### src/rtl/l2q_pkg.sv
// Package for the Q15 base-2 logarithm pipeline.
// Holds the field widths and the interpolation table; it depends on nothing.
package l2q_pkg;

    localparam int OPERAND_W = 32;
    localparam int RESULT_W  = 21;
    localparam int EXPO_W    = 5;
    localparam int IDX_W     = 5;
    localparam int DX_W      = 15;
    localparam int FRAC_Q    = 15;
    localparam int TAB_W     = 16;
    localparam int DIFF_W    = 11;
    localparam int TAB_DEPTH = 33;
    localparam int TAB_IDX_W = 6;
    localparam int FRAC_W    = 17;
    localparam int PROD_W    = DX_W + DIFF_W;

    // Bit positions of the table index and the interpolation weight
    // in the normalized operand.
    localparam int IDX_LSB = 26;
    localparam int DX_LSB  = 11;

    // Near 32768 * log2(1 + i/32), biased slightly upward, with entry 0 held at 4.
    localparam logic [TAB_W-1:0] LOG2_TABLE [TAB_DEPTH] = '{
        16'd4,     16'd1459,  16'd2870,  16'd4240,  16'd5572,  16'd6867,
        16'd8127,  16'd9355,  16'd10552, 16'd11719, 16'd12858, 16'd13971,
        16'd15057, 16'd16120, 16'd17158, 16'd18175, 16'd19170, 16'd20145,
        16'd21100, 16'd22036, 16'd22954, 16'd23854, 16'd24738, 16'd25605,
        16'd26457, 16'd27294, 16'd28116, 16'd28924, 16'd29719, 16'd30500,
        16'd31269, 16'd32025, 16'd32769
    };

endpackage

### src/rtl/l2q_in_if.sv
// Input channel of the logarithm pipeline: one operand word per handshake.
// Depends on l2q_pkg for the operand width.
interface l2q_in_if;
    import l2q_pkg::*;

    logic                 valid;
    logic                 ready;
    logic [OPERAND_W-1:0] operand;

    modport source (output valid, output operand, input ready);
    modport sink   (input valid, input operand, output ready);
endinterface

### src/rtl/l2q_out_if.sv
// Output channel of the logarithm pipeline: one Q15 result word per handshake.
// Depends on l2q_pkg for the result width.
interface l2q_out_if;
    import l2q_pkg::*;

    logic                valid;
    logic                ready;
    logic [RESULT_W-1:0] log2_result;

    modport source (output valid, output log2_result, input ready);
    modport sink   (input valid, input log2_result, output ready);
endinterface

### src/rtl/log2_q15_interpolator.sv
// Throughput: one word per cycle while the output is ready; each stage
// holds its word only while the stage after it is full and stalled, so
// bubbles are squeezed out. The five stages are leading-one search,
// normalizing shift, table lookup, interpolation multiply and final add.
// Reset (synchronous, active low) clears only the stage valid bits.
module log2_q15_interpolator (
    input  logic      i_clk,
    input  logic      i_rst_n,
    l2q_in_if.sink    i_in,
    l2q_out_if.source o_out
);
    import l2q_pkg::*;

    // Stage valid bits and per-stage advance conditions.
    logic r_vld1, r_vld2, r_vld3, r_vld4, r_vld5;
    logic rdy1, rdy2, rdy3, rdy4, rdy5;

    // Stage 1: operand and the position of its highest set bit.
    logic [OPERAND_W-1:0] r_opd1;
    logic [EXPO_W-1:0]    r_expo1;
    logic [EXPO_W-1:0]    n_expo1;

    // Stage 2: exponent, table index and interpolation weight.
    logic [EXPO_W-1:0]    r_expo2;
    logic [IDX_W-1:0]     r_idx2;
    logic [DX_W-1:0]      r_dx2;
    logic [OPERAND_W-1:0] n_norm;
    logic [EXPO_W-1:0]    n_shamt;

    // Stage 3: lower table entry and the step to the next entry.
    logic [EXPO_W-1:0]    r_expo3;
    logic [DX_W-1:0]      r_dx3;
    logic [TAB_W-1:0]     r_lo3;
    logic [DIFF_W-1:0]    r_diff3;
    logic [TAB_W-1:0]     n_lo;
    logic [TAB_W-1:0]     n_hi;
    logic [TAB_W-1:0]     n_diff;

    // Stage 4: scaled interpolation step.
    logic [EXPO_W-1:0]    r_expo4;
    logic [TAB_W-1:0]     r_lo4;
    logic [DIFF_W-1:0]    r_step4;
    logic [PROD_W-1:0]    n_prod;

    // Stage 5: the result word.
    logic [RESULT_W-1:0]  r_res5;
    logic [FRAC_W-1:0]    n_frac;

    // Each stage may load when it is empty or its word moves on.
    assign rdy5 = !r_vld5 || o_out.ready;
    assign rdy4 = !r_vld4 || rdy5;
    assign rdy3 = !r_vld3 || rdy4;
    assign rdy2 = !r_vld2 || rdy3;
    assign rdy1 = !r_vld1 || rdy2;

    assign i_in.ready        = rdy1;
    assign o_out.valid       = r_vld5;
    assign o_out.log2_result = r_res5;

    // Leading-one search; a zero operand gives exponent zero.
    always_comb begin
        n_expo1 = '0;
        for (int b = 0; b < OPERAND_W; b++) begin
            if (i_in.operand[b]) begin
                n_expo1 = EXPO_W'(b);
            end
        end
    end

    // Normalize so that the leading one sits at the top bit.
    assign n_shamt = EXPO_W'(OPERAND_W - 1) - r_expo1;
    assign n_norm  = r_opd1 << n_shamt;

    // Table lookup of the two neighboring entries.
    assign n_lo   = LOG2_TABLE[{1'b0, r_idx2}];
    assign n_hi   = LOG2_TABLE[TAB_IDX_W'(r_idx2) + TAB_IDX_W'(1)];
    assign n_diff = n_hi - n_lo;

    // Interpolation product and final sum.
    assign n_prod = PROD_W'(r_dx3) * PROD_W'(r_diff3);
    assign n_frac = FRAC_W'(r_lo4) + FRAC_W'(r_step4);

    // Valid bits travel with the words.
    always_ff @(posedge i_clk) begin
        if (!i_rst_n) begin
            r_vld1 <= 1'b0;
            r_vld2 <= 1'b0;
            r_vld3 <= 1'b0;
            r_vld4 <= 1'b0;
            r_vld5 <= 1'b0;
        end else begin
            if (rdy1) r_vld1 <= i_in.valid;
            if (rdy2) r_vld2 <= r_vld1;
            if (rdy3) r_vld3 <= r_vld2;
            if (rdy4) r_vld4 <= r_vld3;
            if (rdy5) r_vld5 <= r_vld4;
        end
    end

    // Payload registers load together with their valid bits.
    always_ff @(posedge i_clk) begin
        if (rdy1) begin
            r_opd1  <= i_in.operand;
            r_expo1 <= n_expo1;
        end
        if (rdy2) begin
            r_expo2 <= r_expo1;
            r_idx2  <= n_norm[IDX_LSB +: IDX_W];
            r_dx2   <= n_norm[DX_LSB +: DX_W];
        end
        if (rdy3) begin
            r_expo3 <= r_expo2;
            r_dx3   <= r_dx2;
            r_lo3   <= n_lo;
            r_diff3 <= n_diff[DIFF_W-1:0];
        end
        if (rdy4) begin
            r_expo4 <= r_expo3;
            r_lo4   <= r_lo3;
            r_step4 <= n_prod[FRAC_Q +: DIFF_W];
        end
        if (rdy5) begin
            r_res5 <= RESULT_W'({r_expo4, {FRAC_Q{1'b0}}}) + RESULT_W'(n_frac);
        end
    end

    // The exponent in stage one marks the leading one of its operand.
    a_expo_leading_one: assert property (@(posedge i_clk) disable iff (!i_rst_n)
        r_vld1 |-> ((r_opd1 >> r_expo1) == OPERAND_W'(1)) || (r_opd1 == '0))
        else $error("stage one exponent does not match the leading one");

    // Neighboring table entries never differ by more than the first step.
    a_diff_range: assert property (@(posedge i_clk) disable iff (!i_rst_n)
        r_vld3 |-> r_diff3 <= DIFF_W'(1455))
        else $error("table step out of range");

    // Every result lies between 4 and 1048576.
    a_result_range: assert property (@(posedge i_clk) disable iff (!i_rst_n)
        r_vld5 |-> (r_res5 >= RESULT_W'(4)) && (r_res5 <= RESULT_W'(1048576)))
        else $error("result out of range");

    // An accepted operand always occupies the first stage next cycle.
    a_accept_fills: assert property (@(posedge i_clk) disable iff (!i_rst_n)
        (i_in.valid && i_in.ready) |=> r_vld1)
        else $error("accepted operand lost at stage one");

    // A stalled output stage keeps its word.
    a_hold_on_stall: assert property (@(posedge i_clk) disable iff (!i_rst_n)
        (r_vld5 && !o_out.ready) |=> r_vld5 && $stable(r_res5))
        else $error("output word changed while stalled");

endmodule

### src/flat_wrapper.sv
// flat-port wrapper written by rule: the top's interface ports become plain ports
module log2_q15_interpolator_flat import l2q_pkg::*;
  (i_clk, i_rst_n, i_in_valid, i_in_operand, i_in_ready, o_out_valid, o_out_log2_result, o_out_ready);
  l2q_in_if i_in_i ();
  l2q_out_if o_out_i ();
  input  logic i_clk;
  input  logic i_rst_n;
  input wire logic [$bits(i_in_i.valid)-1:0] i_in_valid;
  input wire logic [$bits(i_in_i.operand)-1:0] i_in_operand;
  output wire logic [$bits(i_in_i.ready)-1:0] i_in_ready;
  output wire logic [$bits(o_out_i.valid)-1:0] o_out_valid;
  output wire logic [$bits(o_out_i.log2_result)-1:0] o_out_log2_result;
  input wire logic [$bits(o_out_i.ready)-1:0] o_out_ready;
  assign i_in_i.valid = i_in_valid;
  assign i_in_i.operand = i_in_operand;
  assign i_in_ready = i_in_i.ready;
  assign o_out_valid = o_out_i.valid;
  assign o_out_log2_result = o_out_i.log2_result;
  assign o_out_i.ready = o_out_ready;
  log2_q15_interpolator u_core (.i_clk(i_clk), .i_rst_n(i_rst_n), .i_in(i_in_i), .o_out(o_out_i));
endmodule
### config.mk
export PLATFORM = sky130hd
export DESIGN_NAME = log2_q15_interpolator_flat
export DESIGN_NICKNAME = d
export VERILOG_FILES = /design/src/rtl/l2q_pkg.sv /design/src/rtl/l2q_in_if.sv /design/src/rtl/l2q_out_if.sv /design/src/rtl/log2_q15_interpolator.sv /design/src/flat_wrapper.sv
export SDC_FILE = /design/constraint.sdc
export NUM_CORES = 1
export LEC_CHECK = 0
export BUFFER_PORTS_ARGS = -buffer_cell sky130_fd_sc_hd__buf_2
export CORE_ASPECT_RATIO = 1.4
export CORE_MARGIN = 2
export CORE_UTILIZATION = 58
export DETAILED_ROUTE_END_ITERATION = 10
export PLACE_DENSITY_LB_ADDON = 0.2
export SLEW_MARGIN = 20
export SYNTH_ARGS = -nofsm -noshare
export SYNTH_HDL_FRONTEND = slang
export SYNTH_SLANG_ARGS = --single-unit
### constraint.sdc
create_clock -name i_clk -period 5.75 [get_ports i_clk]
set_clock_uncertainty 0.2 [all_clocks]
set_input_delay 1.15 -clock i_clk [delete_from_list [all_inputs] [get_ports i_clk]]
set_output_delay 1.15 -clock i_clk [all_outputs]
set_load 0.02 [all_outputs]
After elaboration in Yosys (flattened, before gate mapping)
Memory sizes are Yosys's and may differ from the RTL's.
Index checks and enable logic that the tools add are counted.
- register bits after elaboration: 167
- ROM bits: 2048
- output and inout port bits: 23
- memories: 2
- add/sub/neg operators: 5
- multiply operators: 1
- order comparisons: 2
- shift operators: 1
- multiplexer cells: 34
- bitwise operators: 2
- reduce and logical (&&, ||, !) cells: 14
- memory list (name ; words ; bits a word ; read ports ; clocked after Yosys merged registers in ; write ports ; line ; text):
    (name not given) ; 64 ; 16 ; 1 ; 0 ; 0 ; log2_q15_interpolator.sv:76 ; assign n_hi = LOG2_TABLE[TAB_IDX_W'(r_idx2) + TAB_IDX_W'(1)];
    (name not given) ; 64 ; 16 ; 1 ; 0 ; 0 ; log2_q15_interpolator.sv:75 ; assign n_lo = LOG2_TABLE[{1'b0, r_idx2}];
- operator list (kind ; count):
    $mux 4 ; 16
    $mux 16 ; 2
    $shl 32x5->31 ; 1
    $mul 15x11->26 ; 1
    $mux 3 ; 8
    $mux 11 ; 2
    $add 20x17->21 ; 1
    $add 16x11->17 ; 1
    $reduce_or 16->1 ; 1
    $ge 7x7->1 const B ; 2
    $sub 11x11->11 ; 1
    $mux 2 ; 4
    $reduce_or 8->1 ; 1
    $not 5->7 ; 1
    $not 6->7 ; 1
    $add 5x1->6 const B ; 1
    $logic_not 1->1 ; 5
    $logic_or 1x1->1 ; 5
    $sub 5x5->5 const A ; 1
    $reduce_or 4->1 ; 1
    $mux 1 ; 2
    $reduce_or 2->1 ; 1

Logic depth before layout (Yosys ltp)
Gate-level depths: netlist of the first run.
- word-level depth: 30
- gate-level depth with buffers: 21
- depth with buffers taken out: 20

Worst setup path before layout of the first run
Ideal clock, no wire load.
- kind: register -> register
- from: reg u_core.r_diff3[2]
- to: reg u_core.r_step4[7] (data pin)
- setup time: 0.258 ns
- arrival time: 4.992 ns
- data required time: 5.292 ns
- path slack: 0.300 ns
- stages on the path, launching flop included: 20
- path buffers: 1
- cell sequence: edfxtp_1 clkbuf_1 nand2_1 fa_1 inv_1 fa_1 fa_1 inv_1 fa_1 inv_1 fa_1 ha_1 a21o_1 a21oi_2 o21ai_1 or3_1 o22a_2 a21o_1 a21oi_2 xnor2_1
- word-level cells in the longest chain between the ends: 1
- ends and longest elaborated chain (element ; line ; text):
    start, declared ; log2_q15_interpolator.sv:34 ; logic [DIFF_W-1:0] r_diff3;
    start signal, assigned ; log2_q15_interpolator.sv:115 ; r_diff3 <= n_diff[DIFF_W-1:0];
    $mul 15x11->26 ; log2_q15_interpolator.sv:80 ; assign n_prod = PROD_W'(r_dx3) * PROD_W'(r_diff3);
    via u_core.n_prod[22] ; log2_q15_interpolator.sv:43 ; logic [PROD_W-1:0] n_prod;
    end signal, assigned ; log2_q15_interpolator.sv:120 ; r_step4 <= n_prod[FRAC_Q +: DIFF_W];
    end, declared ; log2_q15_interpolator.sv:42 ; logic [DIFF_W-1:0] r_step4;
The timed path passes the listed nets, and every way through them passes these cells.
A chain may end at the register's enable or synchronous reset.

Worst setup path in the final report of the first run
- from: reg u_core.r_dx3[5]
- to: reg u_core.r_step4[7] (data pin)
- word-level cells in the longest chain between the ends: 1
- ends and longest elaborated chain (element ; line ; text):
    start, declared ; log2_q15_interpolator.sv:32 ; logic [DX_W-1:0] r_dx3;
    start signal, assigned ; log2_q15_interpolator.sv:113 ; r_dx3 <= r_dx2;
    $mul 15x11->26 ; log2_q15_interpolator.sv:80 ;
    via u_core.n_prod[22] ; log2_q15_interpolator.sv:43 ;
The timed path passes the listed nets, and every way through them passes these cells.

==> out/metrics.csv, run 1 <==
stage,metric,value,unit
place,place.port_buffers,58,
clocking,cts_buffers,17,
synth,synth_warnings,0,
synth,ys_async_sr_fraction,0,%
place,finalWeightedCongestion,0.9177,
synth,syn_area,14200,µm²
global_routing,antenna_found_initial,0,
sta,finalCritPeriodShare,96.98,%
synth,yosysUniqueCellTypes,77,
clocking,clockRootBuffer,clkbuf_16,
floorplan,io_pins,59,
setup_path,path_class,register to register,
clocking,clk_latency,0.43,ns
route,viasPerCell,5.720,
floorplan,rows,67,
clocking,ctsLongestPathBuffers,2,
synth,syn_nets,1694,
route,wl_per_cell,16.87,µm
place,dp_cells,1768,
clocking,cts_htree_levels,4,
sta,max_freq,179.3,MHz
setup_path,cp_slowest_stage_delay,0.57,ns
synth,yosys.cell_count.top_type,nand2_1,
setup_path,crit_slowest_cell,fa_1,
cells_and_area,layout-drive-gt1-share,12.56,%
floorplan,start_util,59.22,%
floorplan,core_area,23980,µm²
synth,ys.flop_type,edfxtp_1,
synth,synth-edff-count,159,
synth,synth_common_cells,"205 x nand2_1, 179 x inv_1, 159 x edfxtp_1, 117 x fa_1, 99 x ha_1",
synth,synth.avg_cell_area,9.846,µm²
floorplan,dieArea,25770,µm²
cells_and_area,design_area,15550,µm²
sta,setup_viol,0,
clocking,clk_pin_slew_worst_paths,0.06,ns
synth,ys_seq_elements,164,
clocking,cts_sinks,164,
run,drv_cap,0,
route,dr.pass1.iters,5,
min_path,hold_path_class,register to register,
setup_path,worstPathCellList,"buf_4, and2_1, fa_1, inv_1, fa_1, fa_1, fa_1, inv_1, fa_1, ha_1, nand3_1, a21oi_1, o21ai_0, a211oi_2, o22a_2, a21o_1, a21oi_2, xnor2_1",
sta,tightest_slew,0.9804,ns
setup_path,cp.arrival,5.55,ns
synth,ys_seq_area_share,34.33,%
global_routing,grt_pass1_wl,50470,µm
route,vias,10430,
setup_path,crit_top_cell,fa_1,
global_routing,overflow,0,
route,ant_nets,0,
cells_and_area,nNetsFinal,1752,
global_routing,grt_max_degree,47,
setup_path,crit_path_end_kind,register,
synth,synth_top_cell_by_area,edfxtp_1,
cells_and_area,num-fill-cells,2019,
floorplan,die_x,136.2,µm
outcome,status,finished clean,
sta,final-max-slew-violation-count,0,
sta,hold_violations,0,
global_routing,grt.total_usage,24.95,%
cells_and_area,syn_to_final_growth,9.509,%
cells_and_area,n_antenna_cell,0,
synth,yosys-top-cells-area,"edfxtp_1 34%, fa_1 16%, ha_1 8.7%, nand2_1 5.4%, inv_1 4.7%",
setup_path,cp_data_required_time,5.73,ns
clocking,cts_tree,yes,
floorplan,die_h,189.1,µm
route,drc,0,
sta,min_period,5.576,ns
cells_and_area,final_cells,1823,
sta,relSlewSlack,34.48,%
global_routing,first_global_vias,10290,
route,drt_iter0_drc,822,
setup_path,cp_max_fo,6,
place,hpwl,23580,µm
route,totalWireLength,30750,µm
synth,synthCells,1442,
synth,post-synth-top-area-fraction,33.63,%
clocking,cts_hold_buf,0,
setup_path,start_kind,register,
place,placed_cell_area,14820,µm²
cell usage in the layout (no fill, tap or decap), types with 10 or more instances in the layout:
| cell type | synthesis | layout |
|---|---|---|
| edfxtp_1 | 159 | 159 |
| nand2b_1 | 10 | 10 |
| ha_1 | 99 | 99 |
| buf_4 | 1 | 52 |
| inv_1 | 179 | 178 |
| clkbuf_16 | 0 | 17 |
| a21o_1 | 11 | 11 |
| a31oi_1 | 10 | 10 |
| o21ai_0 | 37 | 37 |
| nand2_1 | 205 | 205 |
| o21ai_1 | 41 | 41 |
| xor2_1 | 17 | 17 |
| nor2_1 | 77 | 77 |
| inv_2 | 10 | 10 |
| a21oi_1 | 59 | 59 |
| nor2b_1 | 17 | 17 |
| a211oi_1 | 19 | 19 |
| mux4_2 | 11 | 11 |
| and2_1 | 71 | 71 |
| nand3_1 | 19 | 18 |
| fa_1 | 117 | 117 |
| buf_2 | 13 | 60 |
| xnor2_1 | 18 | 18 |
| mux2i_1 | 23 | 23 |
| o211ai_1 | 20 | 20 |
| nor3_1 | 17 | 17 |
worst max-delay path, delay by kind of cell (launching register included):
family	cells	cell delay, ns
simple gates	2	0.27
buf+inv	3	0.32
compound gates	6	1.18
fa+ha+maj	6	2.73
xor+xnor	1	0.12
flops	1	0.50
sequential cells by signal (all words and copies together), names as in the netlist:
signal	count
u_core.r_vld3	1
u_core.r_lo3	15
u_core.r_vld1	1
u_core.r_idx2	5
u_core.r_expo1	5
u_core.r_step4	11
u_core.r_diff3	11
u_core.r_dx2	15
u_core.r_opd1	31
u_core.r_expo2	5
u_core.o_out.log2_result	21
u_core.r_expo4	5
u_core.r_lo4	15
u_core.r_dx3	15
u_core.r_vld2	1
u_core.o_out.valid	1
u_core.r_expo3	5
u_core.r_vld4	1
logic make-up (layout without fill, tap and decap cells):
kind of cell / count (synthesis) / count (layout) / synth area share (%)
buf+inv: 265 / 336 / 7.200
mux: 44 / 44 / 4.159
flops: 164 / 164 / 34.33
fa+ha+maj: 216 / 216 / 25.22
xor+xnor: 37 / 37 / 2.388
simple gates: 455 / 455 / 14.97
compound gates: 261 / 261 / 11.73
stage by stage:
stage               setup TNS, ns  setup slack [ns]  util [%]  hold slack [ns]
floorplan                       0            0.3003         -           0.2003
CTS                             0          0.008007     64.09           0.2176
detailed placement      -0.004704         -0.004704     61.82           0.2045
global placement                0            0.1881     61.82           0.2017
finish                          0            0.1739     64.85           0.2144
global route            -0.003316         -0.003316     64.85           0.2240
path summary, 6_finish.rpt:
check | start | to | slack [ns] | cells after the start
worst max register to register | u_core.r_dx3[5]$_DFFE_PP_ | u_core.r_step4[7]$_DFFE_PP_ | 0.17 | 18
worst min-delay path | u_core.r_dx2[5]$_DFFE_PP_ | u_core.r_dx3[5]$_DFFE_PP_ | 0.21 | 0
worst min register to register | u_core.r_dx2[5]$_DFFE_PP_ | u_core.r_dx3[5]$_DFFE_PP_ | 0.21 | 0
worst max-delay path | u_core.r_dx3[5]$_DFFE_PP_ | u_core.r_step4[7]$_DFFE_PP_ | 0.17 | 18
layout make-up:
cell class / instances / area, µm² / share of cell area, %
Inverter: 190 / 713.2 / 4.587
Clock buffer: 19 / 432.9 / 2.784
Sequential cell: 164 / 4875 / 31.35
Clock inverter: 13 / 111.4 / 0.7162
Tap cell: 310 / 387.9 / 2.495
Multi-Input combinational cell: 1013 / 8313 / 53.46
Timing Repair Buffer: 114 / 715.7 / 4.603
repair_timing:
item / 4_1_cts / 5_1_grt
setup buffers: 0 / 23
resized for setup: 0 / 1
endpoints found under the setup margin: 0 / 5
hold endpoints to repair: 0 / 0
metal layers:
metal	GRT usage (%)	part of all wire [%]	routed length (µm)	up-vias
li1	-	-	-	5007
met5	0	0	0	-
met3	3.561	4.1	1273	58
met2	43.93	52	16120	304
met4	9.014	2.6	814	0
met1	31.07	41	12550	5059
Power of run 1 is left out: the tool's default activity adds up to more than one toggle a clock period on the data nets, which glitch-free logic cannot reach.
==> run 2: changes to the inputs <==
Settings changed: CORE_UTILIZATION 58 to 50.
Clock period 5.75 ns to 7.1 ns, I/O delays scaled along.
==> run 2 against run 1 <==
Effect of this change: critical path depth increased by 1; first-iteration DRC count fell by 26%; final area decreased by 1.3%; die area rose by 16%; core utilization is 10 points lower; sequential share of layout area increased by 0.42 points; critical endpoint is now u_core.r_step4[9]$_DFFE_PP_.
==> out/metrics.csv, run 2 (same netlist as run 1, synthesis figures left out) <==
stage,metric,value,unit
floorplan,core_area,28130,µm²
cells_and_area,largest_reg_flops,31,
route,totalWireLength,29950,µm
setup_path,path_delay_family,adder cells,
route,wl_per_cell,16.26,µm
cells_and_area,regMostFlops,u_core.r_opd1,
global_routing,grt_pass1_wl,50340,µm
clocking,clk_latency,0.44,ns
place,dp_slack,1.369,ns
clocking,cts_htree_levels,4,
global_routing,antenna_found_initial,0,
route,dr.pass1.iters,5,
setup_path,crit_slowest_cell,edfxtp_1,
setup_path,cp.buffers_inverters,4,
route,ant_nets,0,
outcome,status,finished clean,
floorplan,io_pins,59,
clocking,cts_sinks,164,
clocking,post_cts.repair.setup_buffers,0,
route,vias,10080,
setup_path,crit_path_end_kind,register,
place,place.port_buffers,58,
sta,setup_tns,0,ns
clocking,clk_pin_slew_worst_paths,0.06,ns
place,hpwl,23430,µm
cells_and_area,syn_to_final_growth,8.054,%
clocking,ctsLongestPathBuffers,2,
setup_path,cp_max_fo,11,
sta,finalCritPeriodShare,80.95,%
sta,final-max-slew-violation-count,0,
global_routing,grt_max_degree,55,
clocking,clockRootBuffer,clkbuf_16,
sta,relSlewSlack,31.46,%
setup_path,cp_slowest_stage_delay,0.58,ns
global_routing,grt.total_usage,21.11,%
sta,hold_violations,0,
route,drc,0,
cells_and_area,final_cells,1842,
clocking,cts_hold_buf,0,
setup_path,cp_data_required_time,7.09,ns
cells_and_area,nNetsFinal,1706,
sta,setup_viol,0,
sta,min_period,5.747,ns
cells_and_area,mostFrequentLayoutCell,nand2_1,
floorplan,start_util,50.47,%
route,viasPerCell,5.473,
global_routing,first_global_vias,10190,
floorplan,dieArea,29780,µm²
route,drt_iter0_drc,608,
cells_and_area,fin_util,54.54,%
sta,rsz0062_at_grt,false,
clocking,cts_resized,0,
global_routing,overflow,0,
cells_and_area,n_antenna_cell,0,
floorplan,die_h,203.4,µm
cells_and_area,layout-drive-gt1-share,10.02,%
run,drv_cap,0,
setup_path,path_class,register to register,
setup_path,crit_top_cell,fa_1,
place,dp_cells,1810,
sta,tightest_slew,1.026,ns
floorplan,die_x,146.4,µm
clocking,cts_tree,yes,
sta,max_freq,174.0,MHz
place,finalWeightedCongestion,0.8998,
sta,fin_ws,1.353,ns
setup_path,cp.arrival,5.74,ns
setup_path,start_kind,register,
min_path,hold_path_class,register to register,
clocking,cts_buffers,17,
floorplan,rows,73,
cells_and_area,mostFrequentLayoutCells,"205 x nand2_1, 178 x inv_1, 159 x edfxtp_1",
setup_path,worstPathCellList,"and2_1, fa_1, inv_1, fa_1, inv_1, fa_1, fa_1, inv_1, fa_1, inv_1, ha_1, a21o_1, a21o_1, o21ai_0, a211oi_2, o221ai_1, nand3b_1, a21oi_1, xnor2_1",
==> run 2: cell types whose count changed in the layout (fill, tap and decap cells not counted), sizes merged <==
| cell | delta |
|---|---|
| buf | -45 |
| clkinvlp | -1 |
| clkinv | -3 |
| clkbuf | +2 |
| bufinv | +1 |
==> run 2: worst paths after layout <==
check / endpoint / depth (start not counted) / slack, ns / start
hold reg to reg: u_core.r_dx3[6]$_DFFE_PP_ / 0 / 0.21 / u_core.r_dx2[6]$_DFFE_PP_
setup reg to reg: u_core.r_step4[9]$_DFFE_PP_ / 19 / 1.35 / u_core.r_dx3[6]$_DFFE_PP_
hold / removal: u_core.r_dx3[6]$_DFFE_PP_ / 0 / 0.21 / u_core.r_dx2[6]$_DFFE_PP_
setup / recovery: u_core.r_step4[9]$_DFFE_PP_ / 19 / 1.35 / u_core.r_dx3[6]$_DFFE_PP_
==> run 2: cell type report <==
cell class	instances	area, µm²
clock buffers	22	484.2
clock inverters	10	121.4
fillers	2566	12790
inverters	190	713.2
multi-input cells	1013	8314
flip-flops and latches	164	4875
well taps	375	469.2
repair buffers	68	365.4
==> run 2: per-layer routing <==
layer | vias to the layer above | share of wire [%] | global-route usage, %
met5 | - | 0 | 0
met4 | 0 | 2.8 | 7.871
met3 | 54 | 2.6 | 2.394
met2 | 194 | 53 | 38.76
met1 | 4927 | 42 | 25.50
li1 | 4907 | - | -
==> run 2: per-stage QoR <==
step / cell area, µm² / hold WS (ns)
after CTS: 15330 / 0.2153
after detailed placement: 14730 / 0.2054
after global placement: 14730 / 0.2031
final: 15340 / 0.2140
after global routing: 15340 / 0.2211
after floorplan: 14200 / 0.2003
Power of run 2 is left out for the same reason.
==> run 3: changes to the inputs <==
Clock period 7.1 ns to 5.8 ns, I/O delays scaled along.
==> run 3 against run 2 <==
Effect of this change: critical path type unchanged; global-route usage up 0.36 points; critical endpoint is now u_core.r_step4[7]$_DFFE_PP_; final cell count up 2.2%; hold slack about the same; critical path depth down 1; maximum frequency up 2.6%; sequential cell count unchanged; register-to-register slack worse by 1.2 ns; via count up 2.2%; routed wire length up 3.2%.
==> out/metrics.csv, run 3 (same netlist as run 1, synthesis figures left out) <==
stage,metric,value,unit
setup_path,path_class,register to register,
setup_path,regToRegEndpoint,u_core.r_step4[7]$_DFFE_PP_,
clocking,clk_pin_slew_worst_paths,0.06,ns
setup_path,worstPathCellList,"nand2_1, fa_1, inv_1, fa_1, fa_1, inv_1, fa_1, inv_1, fa_1, ha_1, a21o_1, a21oi_2, o21ai_1, or3_1, o22a_2, a21o_1, a21oi_2, xnor2_1",
setup_path,cp_num_cells,18,
sta,relSlewSlack,29.53,%
global_routing,grt.total_usage,21.47,%
route,totalWireLength,30900,µm
global_routing,grt_max_degree,49,
clocking,cts_htree_levels,4,
route,drt_iter0_drc,574,
setup_path,cp.buffers_inverters,3,
global_routing,first_global_vias,10220,
sta,tightest_slew,1.057,ns
route,vias,10300,
global_routing,overflow,0,
place,dp_slack,0.09258,ns
route,ant_nets,0,
sta,finalCritPeriodShare,96.60,%
min_path,hold_path_class,register to register,
min_path,holdCritStartpoint,u_core.r_dx2[1]$_SDFFCE_PN0P_,
cells_and_area,num-fill-cells,2553,
place,hpwl,24000,µm
setup_path,path_delay_family,adder cells,
cells_and_area,mostFrequentLayoutCell,nand2_1,
global_routing,grt_pass1_wl,50630,µm
floorplan,start_util,50.47,%
setup_path,r2r_cells,18,
setup_path,cp_slowest_stage_delay,0.58,ns
floorplan,die_h,203.4,µm
setup_path,crit_slowest_cell,fa_1,
sta,min_period,5.603,ns
global_routing,antenna_found_initial,0,
clocking,cts_buffers,17,
cells_and_area,layout-drive-gt1-share,12.33,%
cells_and_area,largest_reg_flops,31,
floorplan,die_x,146.4,µm
sta,max_freq,178.5,MHz
setup_path,cp_data_required_time,5.79,ns
cells_and_area,syn_to_final_growth,9.720,%
sta,hold_violations,0,
setup_path,start_kind,register,
cells_and_area,seqCellArea,4875,µm²
floorplan,dieArea,29780,µm²
setup_path,cp.arrival,5.60,ns
sta,setup_tns,0,ns
setup_path,crit_path_end_kind,register,
route,viasPerCell,5.470,
sta,setup_viol,0,
route,dr.pass1.iters,5,
setup_path,crit_top_cell,fa_1,
cells_and_area,mostFrequentLayoutCells,"205 x nand2_1, 178 x inv_1, 159 x edfxtp_1",
run,drv_cap,0,
setup_path,r2r_start,u_core.r_diff3[2]$_DFFE_PP_,
sta,rsz0062_at_grt,false,
setup_path,cp_max_fo,9,
cells_and_area,regMostFlops,u_core.r_opd1,
floorplan,core_area,28130,µm²
clocking,clk_latency,0.44,ns
route,wl_per_cell,16.41,µm
cells_and_area,n_antenna_cell,0,
route,drc,0,
clocking,cts_tree,yes,
floorplan,io_pins,59,
place,finalWeightedCongestion,0.9029,
setup_path,crit_start,u_core.r_diff3[2]$_DFFE_PP_,
clocking,clockRootBuffer,clkbuf_16,
sta,fin_ws,0.1971,ns
setup_path,rrSetupSlack,0.20,ns
setup_path,worstSetupEndpoint,u_core.r_step4[7]$_DFFE_PP_,
cells_and_area,fin_util,55.38,%
cells_and_area,nNetsFinal,1747,
sta,final-max-slew-violation-count,0,
clocking,cts_sinks,164,
cells_and_area,multi_input_area,8313,µm²
place,place.port_buffers,58,
outcome,status,finished clean,
clocking,ctsLongestPathBuffers,2,
floorplan,rows,73,
-- run 3: final cells by class --
class                   count  share of cell area [%]
multi-input cells        1013                   53.36
well taps                 375                   3.012
clock buffers              17                   2.731
clock inverters            15                  0.7389
flip-flops and latches    164                   31.29
repair buffers            109                   4.289
inverters                 190                   4.578
-- run 3: worst min path at each step --
| stage | depth (start not counted) | slack [ns] | endpoint |
|---|---|---|---|
| 2_1_floorplan | 0 | 0.20 | u_core.r_dx3[0]$_DFFE_PP_ |
| 5_1_grt | 0 | 0.22 | u_core.r_dx3[1]$_DFFE_PP_ |
| 3_3_place_gp | 0 | 0.20 | u_core.r_lo4[14]$_DFFE_PP_ |
| 6_report | 0 | 0.21 | u_core.r_dx3[1]$_DFFE_PP_ |
| 3_5_place_dp | 0 | 0.20 | u_core.r_dx3[2]$_DFFE_PP_ |
| 4_1_cts | 0 | 0.22 | u_core.r_dx3[1]$_DFFE_PP_ |
-- run 3: routing by layer --
metal,up-vias,track usage (%),wire [µm]
li1,4985,-,-
met1,5014,25.78,12550
met2,244,38.27,16210
met3,57,3.624,1178
met4,0,8.911,959
met5,-,0,0
-- run 3: per-stage QoR --
step / hold WS, ns / area [µm²] / std cells
global route: 0.2168 / 15580 / 1883
floorplan: 0.2003 / 14200 / 1442
CTS: 0.2167 / 15420 / 1862
finish: 0.2143 / 15580 / 1883
detailed placement: 0.2045 / 14880 / 1830
global placement: 0.2015 / 14880 / 1830
-- run 3: repair_timing --
action | CTS | global route
gates resized for setup | 0 | 2
setup buffers | 0 | 21
hold buffers | 0 | 0
endpoints found under the setup margin | 0 | 5
Power of run 3 is left out for the same reason.
